$ cat config.mk
export PLATFORM = sky130hd
export DESIGN_NAME = vna_norm
export DESIGN_NICKNAME = d
export VERILOG_FILES = /design/src/rtl/core/vna_pkg.sv /design/src/rtl/core/vna_norm.sv
export SDC_FILE = /design/constraint.sdc
export NUM_CORES = 2
export LEC_CHECK = 0
export BUFFER_PORTS_ARGS = -buffer_cell sky130_fd_sc_hd__buf_4
export CAP_MARGIN = 30
export CORE_ASPECT_RATIO = 1.75
export CORE_MARGIN = 2
export CORE_UTILIZATION = 60
export DETAILED_ROUTE_END_ITERATION = 8
export PLACE_DENSITY = 0.82
export SYNTH_ARGS = -nofsm -noshare
export SYNTH_HDL_FRONTEND = slang
export SYNTH_SLANG_ARGS = --single-unit
$ cat constraint.sdc
create_clock -name clk -period 14.2 [get_ports clk]
set_input_delay 1.42 -clock clk [delete_from_list [all_inputs] [get_ports clk]]
set_output_delay 1.42 -clock clk [all_outputs]
set_load 0.05 [all_outputs]
$ cat src/rtl/core/vna_pkg.sv
package vna_pkg;

  localparam int VERTEX_COUNT = 1024;
  localparam int VIDX_W = 10;
  localparam int ADDR_W = (VERTEX_COUNT > 1) ? $clog2(VERTEX_COUNT) : 1;
  localparam int ACC_W = 48;
  localparam int POS_W = 48;

  typedef enum logic [1:0] {
    CMD_WRITE = 2'd0,
    CMD_TRI   = 2'd1,
    CMD_READ  = 2'd2,
    CMD_NOP   = 2'd3
  } cmd_t;

  typedef enum logic [4:0] {
    ST_IDLE,
    ST_WR,
    ST_TRD0,
    ST_TRD1,
    ST_TRD2,
    ST_TRD3,
    ST_EDGE,
    ST_MUL,
    ST_ACC_RD,
    ST_ACC_WAIT,
    ST_ACC_WR,
    ST_RD_RD,
    ST_RD_WAIT,
    ST_NORM_SHIFT,
    ST_NORM_SQ,
    ST_NORM_SQRT,
    ST_NORM_DIV,
    ST_OUT
  } state_t;

  // saturating add of a 48-bit accumulator and a sign-extended delta
  function automatic logic signed [ACC_W-1:0] sat_add(input logic signed [ACC_W-1:0] a,
                                                      input logic signed [ACC_W-1:0] d);
    logic signed [ACC_W:0] s;
    s = {a[ACC_W-1], a} + {d[ACC_W-1], d};
    if (s[ACC_W] != s[ACC_W-1])
      sat_add = s[ACC_W] ? {1'b1, {(ACC_W-1){1'b0}}} : {1'b0, {(ACC_W-1){1'b1}}};
    else
      sat_add = s[ACC_W-1:0];
  endfunction

endpackage

$ cat src/rtl/core/vna_norm.sv
module vna_norm
  import vna_pkg::*;
(
  input  logic                    clk,
  input  logic                    rst_n,
  input  logic                    start,
  input  logic signed [ACC_W-1:0] ax,
  input  logic signed [ACC_W-1:0] ay,
  input  logic signed [ACC_W-1:0] az,
  output logic                    done,
  output logic [15:0]             nx,
  output logic [15:0]             ny,
  output logic [15:0]             nz,
  output logic                    degen
);
  typedef enum logic [2:0] {N_IDLE, N_SHIFT, N_SQ, N_ROOT, N_DIV, N_DONE} nst_t;

  nst_t nst_r, nst_nxt;
  logic [ACC_W-1:0] m_r [3];
  logic [2:0]       neg_r;
  logic [50:0]      s_r;
  logic [25:0]      res_r;
  logic [50:0]      rem_r;
  logic [4:0]       cnt_r;
  logic [1:0]       idx_r;
  logic [38:0]      num_r;
  logic [25:0]      q_r;
  logic [15:0]      nout_r [3];
  logic             degen_r;

  logic [ACC_W-1:0] mx;
  logic [ACC_W-1:0] mag [3];
  logic signed [ACC_W-1:0] cin [3];
  logic [50:0] trial;
  logic [25:0] rq;
  logic [39:0] dtrial;
  logic [25:0] qf;

  assign cin[0] = ax;
  assign cin[1] = ay;
  assign cin[2] = az;

  always_comb begin
    for (int i = 0; i < 3; i++) begin
      mag[i] = cin[i][ACC_W-1] ? ACC_W'(-cin[i]) : cin[i];
    end
    mx = m_r[0];
    if (m_r[1] > mx) mx = m_r[1];
    if (m_r[2] > mx) mx = m_r[2];
    // sum of squares is below 2^50, so its bit pairs start at bit 49
    trial = {rem_r[48:0], s_r[49:48]} - {23'd0, res_r, 2'b01};
    rq = res_r >> 1;
    dtrial = {rem_r[38:0], num_r[38]} - {14'd0, res_r};
    qf = q_r;
  end

  always_comb begin
    nst_nxt = nst_r;
    case (nst_r)
      N_IDLE:  if (start) nst_nxt = N_SHIFT;
      N_SHIFT: begin
        if (mx == '0) nst_nxt = N_DONE;
        else if (mx < (ACC_W'(1) << 24) && mx >= (ACC_W'(1) << 23)) nst_nxt = N_SQ;
      end
      N_SQ:    nst_nxt = N_ROOT;
      N_ROOT:  if (cnt_r == 5'd24) nst_nxt = N_DIV;
      N_DIV:   if (cnt_r == 5'd26 && idx_r == 2'd2) nst_nxt = N_DONE;
      N_DONE:  nst_nxt = N_IDLE;
      default: nst_nxt = N_IDLE;
    endcase
  end

  always_ff @(posedge clk) begin
    if (!rst_n) begin
      nst_r <= N_IDLE;
    end else begin
      nst_r <= nst_nxt;
    end
    case (nst_r)
      N_IDLE: begin
        if (start) begin
          for (int i = 0; i < 3; i++) begin
            m_r[i] <= mag[i];
            neg_r[i] <= cin[i][ACC_W-1];
          end
          degen_r <= 1'b0;
          idx_r <= '0;
          cnt_r <= '0;
        end
      end
      N_SHIFT: begin
        if (mx == '0) begin
          degen_r <= 1'b1;
          for (int i = 0; i < 3; i++) nout_r[i] <= '0;
        end else if (mx >= (ACC_W'(1) << 24)) begin
          for (int i = 0; i < 3; i++) m_r[i] <= m_r[i] >> 1;
        end else if (mx < (ACC_W'(1) << 23)) begin
          for (int i = 0; i < 3; i++) m_r[i] <= m_r[i] << 1;
        end
      end
      N_SQ: begin
        // squares are 48 bits max each, one shared multiply over three steps would also do
        s_r <= 51'(m_r[0][23:0] * m_r[0][23:0]) + 51'(m_r[1][23:0] * m_r[1][23:0])
             + 51'(m_r[2][23:0] * m_r[2][23:0]);
        res_r <= '0;
        rem_r <= '0;
        cnt_r <= '0;
      end
      N_ROOT: begin
        // one result bit per cycle
        if (!trial[50]) begin
          rem_r <= trial;
          res_r <= {res_r[24:0], 1'b1};
        end else begin
          rem_r <= {rem_r[48:0], s_r[49:48]};
          res_r <= {res_r[24:0], 1'b0};
        end
        s_r <= {s_r[48:0], 2'b00};
        cnt_r <= cnt_r + 5'd1;
        if (cnt_r == 5'd24) begin
          cnt_r <= '0;
          rem_r <= '0;
          // before its last bit lands, res_r already equals the root halved
          num_r <= {1'b0, m_r[0][23:0], 14'd0} + 39'(res_r);
          q_r <= '0;
        end
      end
      N_DIV: begin
        // restoring divide, one quotient bit per cycle, 39 bits reduced by skipping high zeros
        if (cnt_r == 5'd26) begin
          nout_r[idx_r] <= neg_r[idx_r] ? 16'(-qf) : qf[15:0];
          idx_r <= idx_r + 2'd1;
          cnt_r <= '0;
          rem_r <= '0;
          q_r <= '0;
          num_r <= {1'b0, m_r[(idx_r == 2'd0) ? 1 : 2][23:0], 14'd0} + 39'(rq);
        end else begin
          if (cnt_r == 5'd0) begin
            // top 14 bits of the numerator are below r, preload them
            rem_r <= 51'(num_r[38:25]);
            num_r <= {num_r[24:0], 14'd0};
            cnt_r <= 5'd1;
          end else begin
            if (!dtrial[39]) begin
              rem_r <= 51'(dtrial);
              q_r <= {q_r[24:0], 1'b1};
            end else begin
              rem_r <= {rem_r[49:0], num_r[38]};
              q_r <= {q_r[24:0], 1'b0};
            end
            num_r <= {num_r[37:0], 1'b0};
            cnt_r <= cnt_r + 5'd1;
          end
        end
      end
      default: ;
    endcase
  end

  assign done  = (nst_r == N_DONE);
  assign nx    = nout_r[0];
  assign ny    = nout_r[1];
  assign nz    = nout_r[2];
  assign degen = degen_r;
endmodule

==> reports/results.env <==
RUN_STATUS='finished clean'
SYNTHESIS.NETS=10600
MOSTFREQUENTLAYOUTCELL='sky130_fd_sc_hd__inv_1'
CTS_INSERTED_BUFFERS=43
TRITONCTS_CLOCK_TREE='done'
CORE_AREA_UM2=131000
TRITONCTS_NUM_SINKS=386
DRV_SLEW=0
FINAL_HOLD_VIOL_COUNT=0
CTS_SETUP_BUFFERS=0
WORSTHOLDPATHTYPE='reg2reg'
CTS-HOLD-FIX-BUFFERS=0
LAYOUT.NETS=10600
WORST_SLEW_MARGIN_REL_PCT=21.9
LARGEST_NET_DEGREE_AT_THE_START_OF_GLOBAL_ROUTING=123
GRT_OVERFLOW=0
FLOORPLAN.DIE.WIDTH_UM=278
DRT_ITER0_MARKERS=5031
SYN-CELL-AREA_UM2=78800
MOST-COMMON-LAYOUT-CELLS='sky130_fd_sc_hd__inv_1 (2050), sky130_fd_sc_hd__fa_1 (1460), sky130_fd_sc_hd__nand2_1 (727)'
GPL.FINAL_WEIGHTED_CONGESTION=1.04
H_TREE_DEPTH=2
YS_TYPES=77
CRITICAL-PATH-SLOWEST-CELL='sky130_fd_sc_hd__edfxtp_1'
FINAL_CRITICAL_PATH_SETUP_SLACK_NS=2.73
GLOBALROUTETOTALUTIL_PCT=38.4
MULTI_INPUT_AREA_UM2=58300
NUMBER_OF_FILLER_INSTANCES_IN_THE_FINAL_LAYOUT=10500
ASYNC_FLOP_SHARE_PCT=0
GRT_SETUP_UNREPAIRED='no'
FIRSTDRTPASSITERS=6
SYNTH_ENABLE_FLOP_CELLS=383
WORST_SLEW_PIN_SLEW_NS=1.17
PIN_COUNT=197
SYNTH_WARNINGS=0
POST_SYNTH_INST_COUNT=8284
MAXIMUM_CAPACITANCE_VIOLATIONS=0
CTS.CLK_SLEW.WORST_PATHS_NS=0.07
WORST_SETUP_PATH_END_KIND='flop'
SYN_TO_FINAL_GROWTH_PCT=6.19
YOSYS_MOST_USED_DFF='sky130_fd_sc_hd__edfxtp_1'
CLOCK_TREE.BUFFER_DEPTH=3
VIAS=61000
FINALWORSTPATHREQUIREDPERIOD_NS=11.47
CRITPATHMAXSTAGEDELAY_NS=1.00
SEQ_AREA_FRAC_SYNTH_PCT=14.7
FLOORPLAN.INITIALDENSITY_PCT=60.3
FIN_WORST_SKEW_NS=0.0435
LAYOUT.AREA.SEQ_UM2=11600
GRT_FIRST_PASS_WIRELENGTH_MM=387
ROUTE.ANTENNA.REMAINING_NETS=0
WORST_EP_ARRIVAL_TIME_NS=11.89
KIND_OF_LAUNCH_POINT_OF_THE_WORST_SETUP_PATH='flop'
FLOORPLAN.DIE.HEIGHT_UM=483
MIN_PERIOD_OVER_PERIOD_PCT=80.8
DRIVE_GT1_SHARE_PCT=6.87
FMAX_GHz=0.0872
CP_DATA_REQUIRED_TIME_NS=14.62
CRITICAL_PATH_CLASS='reg2reg'
FINALINSTANCEAREA_UM2=83700
ROWS=176
VIA_COUNT_OF_THE_FIRST_GLOBAL_ROUTING_PASS=67400
CRIT_TOP_CELL='sky130_fd_sc_hd__fa_1'
TOTALNEGATIVESETUPSLACK_NS=0
PLACEMENT.CELL_AREA_UM2=82100
WL_PER_CELL_UM=25.1
FINALSETUPVIOLCOUNT=0
ROUTE.DETAILED.VIAS_PER_INST=6.07
POST-PLACE-WS_NS=2.57
TOTAL_DIE_AREA_UM2=134000
CLOCK_LATENCY_LATE_SINK_NS=0.65
YS_SEQ_ELEMENTS=386
CRITICAL_PATH.N_BUFFERS_INVERTERS=6
DETAIL_ROUTE.WIRELENGTH_MM=253
CLOCK_TREE.ROOT_CELL='sky130_fd_sc_hd__clkbuf_16'
DETAIL_ROUTE.DRC_VIOLATIONS=0
POST_SYNTH.CELL_AREA_AVG_UM2=9.52
INITIAL_ANTENNA_VIOLATION_COUNT=23
WORSTPATHMAXFANOUT=17
BUFFER_PORTS.INSERTED=196
DP_HPWL_MM=201
TIMING.CRITICAL_PATH.MAX_DELAY_FAMILY='adder cells'
POSTCTSRESIZEDCELLS=0
==> worst paths after layout <==
check	slack, ns	endpoint	cells after the start	from
worst max register to register	2.73	s_r[41]	28	m_r[0][11]
worst min-delay path	0.53	s_r[48]	2	s_r[46]
worst max-delay path	2.73	s_r[41]	28	m_r[0][11]
worst min register to register	0.53	s_r[48]	2	s_r[46]
==> synth_stat cells, drive strengths merged, types with 58 or more instances <==
library cell / count / area [um2]
a21oi: 203 / 1020
and2: 240 / 1500
clkbuf: 293 / 1100
mux2: 143 / 1610
ha: 667 / 8350
nand2: 730 / 2740
nor4: 58 / 363
o21ai: 190 / 951
xor2: 86 / 753
a21o: 71 / 533
nand3: 94 / 470
mux2i: 253 / 2530
inv: 2054 / 7710
nor2: 451 / 1690
xnor2: 247 / 2160
edfxtp: 383 / 11500
fa: 1460 / 29200
==> registers in the layout, summed over array words and instances, names as in the netlist <==
signal / flops
res_r: 26
q_r: 16
m_r: 144
s_r: 50
idx_r: 2
nst_r: 3
rem_r: 49
nout_r: 48
num_r: 39
neg_r: 3
degen: 1
cnt_r: 5
==> cells by family (layout without fill, tap and decap cells) <==
logic type / after synthesis / after routing / synth area share [%]
buffers and inverters: 2397 / 2453 / 11.4
adder cells (fa/ha/maj): 2127 / 2127 / 47.7
AND/OR/NAND/NOR: 1858 / 1858 / 10.9
AO/OA/AOI/OAI: 787 / 787 / 6.34
multiplexers: 396 / 396 / 5.26
flip-flops: 386 / 386 / 14.7
XOR/XNOR: 333 / 333 / 3.70
other: 0 / 19 / 0
==> per-stage QoR <==
step | util, % | hold WS (ns) | cells
finish | 64.0 | 0.531 | 10100
CTS | 63.9 | 0.535 | 10000
global placement | 62.7 | 0.508 | 9942
detailed placement | 62.8 | 0.513 | 9946
global route | 64.0 | 0.547 | 10000
floorplan | - | 0.484 | 8284
==> area by class of cell <==
cell class | count | area share [%]
clock buffers | 49 | 1.34
diodes | 19 | 0.0568
inverters | 2064 | 9.26
clock inverters | 31 | 0.420
flip-flops and latches | 386 | 13.8
multi-input cells | 5501 | 69.7
well taps | 1691 | 2.53
repair buffers | 309 | 2.91
==> routing by layer <==
metal / GRT usage [%] / up-vias / wire length, um
li1: - / 25800 / -
met1: 39.4 / 30300 / 78000
met2: 64.7 / 3459 / 123000
met3: 10.3 / 1447 / 23800
met4: 33.5 / 16 / 27700
met5: 0.144 / - / 99
==> worst reg2reg max path, delay by kind of cell, from the launching register on <==
kind            cells  cell delay, ns
compound gates      6            2.23
fa+ha+maj          11            5.25
buf+inv             6            1.46
flops               1            1.00
simple gates        5            1.31
Power is left out: the tool's default activity adds up to more than one toggle a clock period on the data nets, which glitch-free logic cannot reach.
